`config.mk`:
```
export PLATFORM = sky130hd
export DESIGN_NAME = shortest_queue_multi_fifo_unit
export DESIGN_NICKNAME = d
export VERILOG_FILES = /design/src/hdl/sqmf_pkg.sv /design/src/hdl/sqmf_ctrl.sv /design/src/hdl/sqmf_dpath.sv /design/src/hdl/shortest_queue_multi_fifo_unit.sv
export SDC_FILE = /design/constraint.sdc
export NUM_CORES = 2
export LEC_CHECK = 0
export BUFFER_PORTS_ARGS = -buffer_cell sky130_fd_sc_hd__buf_2
export CAP_MARGIN = 10
export CORE_UTILIZATION = 32
export DETAILED_ROUTE_END_ITERATION = 6
export GPL_ROUTABILITY_DRIVEN = 0
export SYNTH_ARGS = -nofsm -noshare
export SYNTH_HDL_FRONTEND = slang
export SYNTH_SLANG_ARGS = --single-unit
```
`constraint.sdc`:
```
create_clock -name clk -period 12.7 [get_ports clk]
set_input_delay 1.27 -clock clk [delete_from_list [all_inputs] [get_ports clk]]
set_output_delay 1.27 -clock clk [all_outputs]
set_load 0.05 [all_outputs]
```
`src/hdl/sqmf_pkg.sv`:
```
`timescale 1ns / 1ps
// ----------------------------------------------------------------------------
// sqmf_pkg: shared types for the shortest-queue multi-FIFO unit
// Transaction payloads, item kinds and the controller/datapath link structs.
// ----------------------------------------------------------------------------
package sqmf_pkg;

  localparam logic KIND_ARRIVE = 1'b0;
  localparam logic KIND_SERVE  = 1'b1;

  typedef struct packed {
    logic        kind;
    logic [15:0] exec_time;
    logic [2:0]  queue_index;
  } in_item_t;

  typedef struct packed {
    logic        accepted;
    logic        item_valid;
    logic [2:0]  queue_number;
    logic [15:0] item_time;
  } out_item_t;

  // Commands from the controller to the datapath
  typedef struct packed {
    logic capture;     // latch the incoming transaction, restart the scan
    logic scan_step;   // compare one queue count against the running minimum
    logic arr_commit;  // store the arrival (if room) and post its result
    logic srv_read;    // pop the named queue (if possible), read its head
    logic out_load;    // post the serve result
  } sqmf_cmd_t;

  // Status from the datapath to the controller
  typedef struct packed {
    logic scan_last;   // the scan is at the last active queue
  } sqmf_stat_t;

endpackage

```
`src/hdl/sqmf_ctrl.sv`:
```
`timescale 1ns / 1ps
// ----------------------------------------------------------------------------
// sqmf_ctrl: sequencer for the shortest-queue multi-FIFO unit
// Steps an arrival through the count scan and commit, a serve through read
// and result posting.
// ----------------------------------------------------------------------------
module sqmf_ctrl
  import sqmf_pkg::*;
(
  input  logic       clk,
  input  logic       rst_n,
  input  logic       start,
  input  logic       in_kind,
  input  sqmf_stat_t stat,
  output sqmf_cmd_t  cmd,
  output logic       busy
);

  typedef enum logic [4:0] {
    ST_IDLE    = 5'b00001,
    ST_SCAN    = 5'b00010,
    ST_COMMIT  = 5'b00100,
    ST_SRV_RD  = 5'b01000,
    ST_SRV_OUT = 5'b10000
  } state_t;

  state_t state_r, state_nxt;

  always_ff @(posedge clk) begin
    if (!rst_n) begin
      state_r <= ST_IDLE;
    end else begin
      state_r <= state_nxt;
    end
  end

  always_comb begin
    state_nxt = state_r;
    cmd       = '0;
    case (state_r)
      ST_IDLE: begin
        if (start) begin
          cmd.capture = 1'b1;
          state_nxt   = (in_kind == KIND_SERVE) ? ST_SRV_RD : ST_SCAN;
        end
      end
      ST_SCAN: begin
        cmd.scan_step = 1'b1;
        if (stat.scan_last) begin
          state_nxt = ST_COMMIT;
        end
      end
      ST_COMMIT: begin
        cmd.arr_commit = 1'b1;
        state_nxt      = ST_IDLE;
      end
      ST_SRV_RD: begin
        cmd.srv_read = 1'b1;
        state_nxt    = ST_SRV_OUT;
      end
      ST_SRV_OUT: begin
        cmd.out_load = 1'b1;
        state_nxt    = ST_IDLE;
      end
      default: begin
        state_nxt = ST_IDLE;
      end
    endcase
  end

  assign busy = (state_r != ST_IDLE);

endmodule

```
`src/hdl/sqmf_dpath.sv`:
```
`timescale 1ns / 1ps
// ----------------------------------------------------------------------------
// sqmf_dpath: datapath of the shortest-queue multi-FIFO unit
// Per-queue counts and heads, entry memory, minimum scan and result register.
// ----------------------------------------------------------------------------
module sqmf_dpath
  import sqmf_pkg::*;
#(
  parameter int MAX_QUEUES  = 8,
  parameter int QUEUE_DEPTH = 16
) (
  input  logic       clk,
  input  logic       rst_n,
  input  in_item_t   in_item,
  input  logic       cfg_we,
  input  logic [3:0] cfg_data,
  input  sqmf_cmd_t  cmd,
  output sqmf_stat_t stat,
  output logic       out_valid,
  output out_item_t  out_item
);

  localparam int QIW     = (MAX_QUEUES > 1) ? $clog2(MAX_QUEUES) : 1;
  localparam int HW      = (QUEUE_DEPTH > 1) ? $clog2(QUEUE_DEPTH) : 1;
  localparam int CW      = $clog2(QUEUE_DEPTH + 1);
  localparam int ENTRIES = MAX_QUEUES * QUEUE_DEPTH;
  localparam int AW      = (ENTRIES > 1) ? $clog2(ENTRIES) : 1;
  localparam logic [CW-1:0] DEPTH_C = CW'(QUEUE_DEPTH);
  localparam logic [CW:0]   DEPTH_S = (CW + 1)'(QUEUE_DEPTH);
  localparam logic [AW-1:0] DEPTH_A = AW'(QUEUE_DEPTH);
  localparam logic [7:0]    MAXQ_C  = 8'(MAX_QUEUES);

  logic [3:0]    cfg_r;
  in_item_t      item_r;
  logic [QIW-1:0] scan_idx_r, best_r;
  logic [CW-1:0] best_cnt_r;
  logic [CW-1:0] cnt_r  [MAX_QUEUES];
  logic [HW-1:0] head_r [MAX_QUEUES];
  logic [15:0]   mem    [ENTRIES];
  logic [15:0]   rdata_r;
  logic          hit_r;
  logic          out_valid_r;
  out_item_t     out_r;

  logic [7:0]     act;
  logic [QIW-1:0] last_idx, srv_q, rd_q;
  logic [CW-1:0]  rd_cnt;
  logic [HW-1:0]  rd_head, head_inc;
  logic [CW:0]    pos_sum;
  logic [HW-1:0]  tail_pos;
  logic [AW-1:0]  base_addr, wr_addr, rd_addr;
  logic           srv_hit, arr_room, mem_we, mem_re;

  // Active queue count: zero acts as one, saturate at the bank size
  always_comb begin
    act = (cfg_r == 4'd0) ? 8'd1 : {4'd0, cfg_r};
    if (act > MAXQ_C) begin
      act = MAXQ_C;
    end
  end
  assign last_idx       = QIW'(act - 8'd1);
  assign stat.scan_last = (scan_idx_r == last_idx);

  // One shared read port on the count and head registers
  assign srv_q   = QIW'(item_r.queue_index);
  assign rd_q    = cmd.srv_read ? srv_q : (cmd.scan_step ? scan_idx_r : best_r);
  assign rd_cnt  = cnt_r[rd_q];
  assign rd_head = head_r[rd_q];

  assign srv_hit  = ({5'd0, item_r.queue_index} < act) && (rd_cnt != '0);
  assign arr_room = (best_cnt_r < DEPTH_C);

  // Tail position wraps inside the queue's region
  always_comb begin
    pos_sum = (CW + 1)'(rd_head) + (CW + 1)'(best_cnt_r);
    if (pos_sum >= DEPTH_S) begin
      pos_sum = pos_sum - DEPTH_S;
    end
    tail_pos = HW'(pos_sum);
    head_inc = (rd_head == HW'(QUEUE_DEPTH - 1)) ? '0 : rd_head + HW'(1);
  end

  assign base_addr = AW'(rd_q) * DEPTH_A;
  assign wr_addr   = base_addr + AW'(tail_pos);
  assign rd_addr   = base_addr + AW'(rd_head);
  assign mem_we    = cmd.arr_commit && arr_room;
  assign mem_re    = cmd.srv_read && srv_hit;

  always_ff @(posedge clk) begin
    if (mem_we) begin
      mem[wr_addr] <= item_r.exec_time;
    end
    if (mem_re) begin
      rdata_r <= mem[rd_addr];
    end
  end

  // Control state: configuration, counts, heads, result strobe
  always_ff @(posedge clk) begin
    if (!rst_n) begin
      cfg_r       <= 4'd1;
      out_valid_r <= 1'b0;
      for (int q = 0; q < MAX_QUEUES; q++) begin
        cnt_r[q]  <= '0;
        head_r[q] <= '0;
      end
    end else begin
      out_valid_r <= cmd.arr_commit || cmd.out_load;
      if (cfg_we) begin
        cfg_r <= cfg_data;
      end
      if (mem_we) begin
        cnt_r[best_r] <= best_cnt_r + CW'(1);
      end
      if (mem_re) begin
        cnt_r[srv_q]  <= rd_cnt - CW'(1);
        head_r[srv_q] <= head_inc;
      end
    end
  end

  // Payload registers
  always_ff @(posedge clk) begin
    if (cmd.capture) begin
      item_r     <= in_item;
      scan_idx_r <= '0;
    end
    if (cmd.scan_step) begin
      if ((scan_idx_r == '0) || (rd_cnt < best_cnt_r)) begin
        best_r     <= scan_idx_r;
        best_cnt_r <= rd_cnt;
      end
      scan_idx_r <= scan_idx_r + QIW'(1);
    end
    if (cmd.srv_read) begin
      hit_r <= srv_hit;
    end
    if (cmd.arr_commit) begin
      out_r.accepted     <= arr_room;
      out_r.item_valid   <= 1'b0;
      out_r.queue_number <= 3'(best_r);
      out_r.item_time    <= '0;
    end
    if (cmd.out_load) begin
      out_r.accepted     <= 1'b0;
      out_r.item_valid   <= hit_r;
      out_r.queue_number <= item_r.queue_index;
      out_r.item_time    <= hit_r ? rdata_r : 16'd0;
    end
  end

  assign out_valid = out_valid_r;
  assign out_item  = out_r;

endmodule

```
`src/hdl/shortest_queue_multi_fifo_unit.sv`:
```
`timescale 1ns / 1ps
// ----------------------------------------------------------------------------
// shortest_queue_multi_fifo_unit: join-shortest-queue FIFO bank
// Dispatches arrivals to the least-filled active queue; serves named queues.
// ----------------------------------------------------------------------------
// Usage:
//   Input: drive in_item and raise start; the transaction is taken at the
//   edge where start is high and busy is low. kind ARRIVE pushes exec_time
//   onto the active queue with the fewest entries (lowest index on a tie);
//   kind SERVE pops the queue named by queue_index.
//   Output: one result per transaction, shown on out_item for exactly one
//   cycle with out_valid high. The receiver cannot stall; sample it then.
//   Config: write queues_in_use on cfg_data with cfg_valid/cfg_ready while
//   busy is low; 0 acts as 1 and values above MAX_QUEUES saturate.
// Sequence:
//   Arrival: the minimum search walks the active counts one queue a cycle,
//   then a commit state stores the entry and registers the result; a new
//   transaction can be taken in the same cycle that out_valid is high.
//   Serve: a read state fetches the head entry, then a post state registers the result.
// Reset:
//   rst_n (synchronous, low) empties every queue and sets queues_in_use to
//   1. The entry memory keeps its contents; only written entries are read.
// ----------------------------------------------------------------------------
module shortest_queue_multi_fifo_unit
  import sqmf_pkg::*;
#(
  parameter int MAX_QUEUES  = 8,
  parameter int QUEUE_DEPTH = 16
) (
  input  logic       clk,
  input  logic       rst_n,
  input  logic       start,
  output logic       busy,
  input  in_item_t   in_item,
  output logic       out_valid,
  output out_item_t  out_item,
  input  logic       cfg_valid,
  output logic       cfg_ready,
  input  logic [3:0] cfg_data
);

  sqmf_cmd_t  cmd;
  sqmf_stat_t stat;

  // Hold off configuration while a transaction is in flight
  assign cfg_ready = !busy;

  sqmf_ctrl u_ctrl (
    .clk     (clk),
    .rst_n   (rst_n),
    .start   (start),
    .in_kind (in_item.kind),
    .stat    (stat),
    .cmd     (cmd),
    .busy    (busy)
  );

  sqmf_dpath #(
    .MAX_QUEUES  (MAX_QUEUES),
    .QUEUE_DEPTH (QUEUE_DEPTH)
  ) u_dpath (
    .clk       (clk),
    .rst_n     (rst_n),
    .in_item   (in_item),
    .cfg_we    (cfg_valid && cfg_ready),
    .cfg_data  (cfg_data),
    .cmd       (cmd),
    .stat      (stat),
    .out_valid (out_valid),
    .out_item  (out_item)
  );

endmodule

```
==> out/metrics.csv <==
metric,value,unit
core area,274000,µm²
I/O pin count,52,
number of routed nets with antenna violations,0,
first-pass GRT wire length,366000,µm
hold wc startpoint,u_dpath.out_item[20]$_SDFFE_PN0N_,
Slew headroom,7.94,%
Leak Pwr,33.9,nW
actual slew at the worst max-slew pin,1.38,ns
Worst Path Arrival,8.53,ns
Hold Crit Depth,2,
DP Area,93100,µm²
FMAX,125,MHz
clock latency on the worst-skew pair,0.86,ns
Residual DRC,0,
clock tree buffer depth,3,
CP endpoint kind,flop,
Crit Path Category,reg -> reg,
RSZ-0062 raised after global routing,false,
Die X,527,µm
Max IR drop VDD,0.128,mV
Reg2Reg Depth,16,
routed wl met3,25600,µm
top layer in use,met5,
Initial Utilization,32.2,%
R2R Setup Slk,4.72,ns
Max Slew Vio Count,0,
drt wl/cell,24.4,µm
routed wl met2,112000,µm
area delta synth->final,13.1,%
Hold Path Sink,u_dpath.out_item[20]$_SDFFE_PN0N_,
post-synth net total,6547,
DR vias/cell,5.31,
Post-Synth Simple-Gate Area,15.4,%
nets@finish,6671,
Main synth FF type,edfxtp_1,
number of library cell types mapped by synthesis,75,
CP startpoint kind,flop,
Root Buffer,clkbuf_16,
clk slew on worst S/H paths,0.07,ns
most frequent cell after synthesis,edfxtp_1,
"Async S/R FF share, synth",0,%
Synth Area in Compound Gates,3.37,%
via count,55200,
reg2reg end,u_dpath.rdata_r[3]$_DFFE_PN_,
Post-synth EDFFs,2187,
Area contributors post-synth,"edfxtp_1 (74%), nand2_1 (7.4%), nand3_1 (5.2%)",
Initial DRC Count,7402,
DR pass1 iterations,6,
initial antenna violation count,9,
post-route setup TNS,0,ns
largest family of logic cells by synthesized area,simple AND/OR/NAND/NOR gates,
CTS Hold Bufs,0,
minimum clock period,7.98,ns
Worst Path Max Fanout,167,
post-CTS sizing,0,
share of cells above drive strength 1,10.1,%
All-Layer GR Usage,17.8,%
met1 wire length,108000,µm
adder-cell share of the synthesized area,0.249,%
Synth top cells by count,"edfxtp_1 (2187), nand2_1 (1734), nand3_1 (925)",
Setup-failing EPs final,0,
Power Dens Cells,156,nW/µm²
Routed WL,253000,µm
outcome,finished clean,
Post-CTS Setup Bufs,0,
"Hold Vio Cnt, Final",0,
remaining global-route overflow,0,
total of max-cap violations,0,
CP required,13.24,ns
Port Buffers,51,
clk_skew,0.0352,ns
vias in the first global route,52400,
multiplexer area fraction after synthesis,3.77,%
synth warn,0,
die area,278000,µm²
mapped cell area,88300,µm²
Synth Area in XOR/XNOR,0.197,%
largest net degree at the start of global routing,168,
mean post-synth cell area,13.6,µm²
design area,99800,µm²
worst reg2reg startpoint,u_ctrl.state_r[3]$_SDFFE_PN0P_,
Core Rows,192,
Yosys top cell area share,74.4,%
sequential area share after synthesis,74.7,%
cell taking the most area after synthesis,edfxtp_1,
Die Height,527,µm
"flops & latches, synth",2198,
CTS tree,yes,
TritonCTS Sinks,2198,
Gate Count Post-Synth,6502,
Hold Crit Class,reg -> reg,
Final Cycle Share,62.9,%
H-tree depth,4,
Post-DP HPWL,147000,µm
Num CTS Buffers,215,
-- layout make-up --
type | instances | area, µm²
clock inverters | 114 | 931
diodes | 6 | 15.0
fillers | 25900 | 174000
well taps | 3589 | 4490
inverters | 30 | 145
flip-flops and latches | 2198 | 65900
multi-input cells | 3875 | 20400
repair buffers | 306 | 2210
clock buffers | 282 | 5710
-- critical path: stages (launching register included) --
cell	delay [ns]
dfxtp_1	0.47
or3_1	0.42
nor3b_1	0.56
a221o_1	0.86
o2111ai_1	0.36
nand4_1	0.26
buf_4	0.74
inv_16	0.35
buf_12	0.44
buf_4	0.50
buf_4	0.48
nand2_1	0.19
nand3_1	0.13
nand2_1	0.33
a221oi_1	0.16
nor4_2	0.92
nand4_1	0.16
-- routing by layer --
metal  track usage [%]  vias up
met2              26.5     2761
met5                 0        -
met1              25.5    27800
met3              3.79      395
li1                  -    24300
met4              5.99        2
-- kinds of logic after synthesis --
| kind of cell | after synthesis |
|---|---|
| xor+xnor | 19 |
| buf+inv | 429 |
| compound gates | 401 |
| flops | 2198 |
| fa+ha+maj | 17 |
| mux | 311 |
| simple gates | 3127 |
-- through the flow --
stage,setup WS [ns],hold WS [ns],total power [mW],utilization (%),cells
6_report,4.72,0.469,15.6,36.4,10400
4_1_cts,4.72,0.472,15.7,36.4,10400
3_5_place_dp,4.73,0.461,9.64,34.0,9996
3_3_place_gp,4.17,0.459,9.62,34.0,9986
2_1_floorplan,7.30,0.441,9.11,-,6502
5_1_grt,4.46,0.497,16.0,36.4,10400
-- how the worst max path moves through the flow --
stage / startpoint / slack [ns] / cells past startpoint / to
2_1_floorplan: u_ctrl.state_r[2]$_SDFFE_PN0P_ / 7.30 / 19 / u_dpath.mem[80][0]$_DFFE_PP_
3_3_place_gp: u_ctrl.state_r[3]$_SDFFE_PN0P_ / 4.17 / 13 / u_dpath.rdata_r[9]$_DFFE_PN_
3_5_place_dp: u_ctrl.state_r[3]$_SDFFE_PN0P_ / 4.73 / 13 / u_dpath.rdata_r[9]$_DFFE_PN_
4_1_cts: u_ctrl.state_r[3]$_SDFFE_PN0P_ / 4.72 / 13 / u_dpath.rdata_r[9]$_DFFE_PN_
5_1_grt: u_ctrl.state_r[3]$_SDFFE_PN0P_ / 4.46 / 16 / u_dpath.mem[83][12]$_DFFE_PP_
6_report: u_ctrl.state_r[3]$_SDFFE_PN0P_ / 4.72 / 16 / u_dpath.rdata_r[3]$_DFFE_PN_
-- sequential cells by signal, summed over array words and instances, names as in the netlist --
signal / cells
u_dpath.best_r: 3
u_dpath.cfg_r: 4
u_dpath.rdata_r: 16
u_ctrl.state_r: 5
u_dpath.item_r: 16
u_dpath.cnt_r: 40
u_dpath.hit_r: 1
u_dpath.out_valid: 1
u_dpath.scan_idx_r: 3
u_dpath.mem: 2048
u_dpath.srv_q: 3
u_dpath.out_item: 21
u_dpath.head_r: 32
u_dpath.best_cnt_r: 5
-- placed cells by master (no fill, tap or decap), types with 9 or more instances in the layout --
cell type and count:
o21ai_0 34, nor2_2 9, edfxtp_1 2187, buf_2 59
nand4_1 90, a21oi_1 71, nand3b_1 30, nor2_1 227
clkinv_2 41, dfxtp_1 11, a31o_2 17, mux2i_1 287
clkinv_1 44, a32oi_1 36, inv_1 25, a22oi_1 29
a221oi_1 32, a31oi_1 39, o221ai_1 18, clkbuf_16 217
nand3_1 925, clkbuf_1 61, o32ai_1 14, mux4_2 15
and3_1 35, a32o_1 28, bufinv_16 12, and2_1 23
ha_1 16, xnor2_1 14, buf_4 241, nand2_1 1733
nor4_2 11
-- report_power, final --
group          total [mW]  switching [mW]  leakage (nW)  internal (mW)
logic                1.42            1.08          10.8          0.342
clock network        6.10            2.70          3.24           3.40
registers            8.09          0.0144          19.8           8.07
total                15.6            3.80          33.9           11.8
No activity file was read; power rests on OpenSTA's default activity.
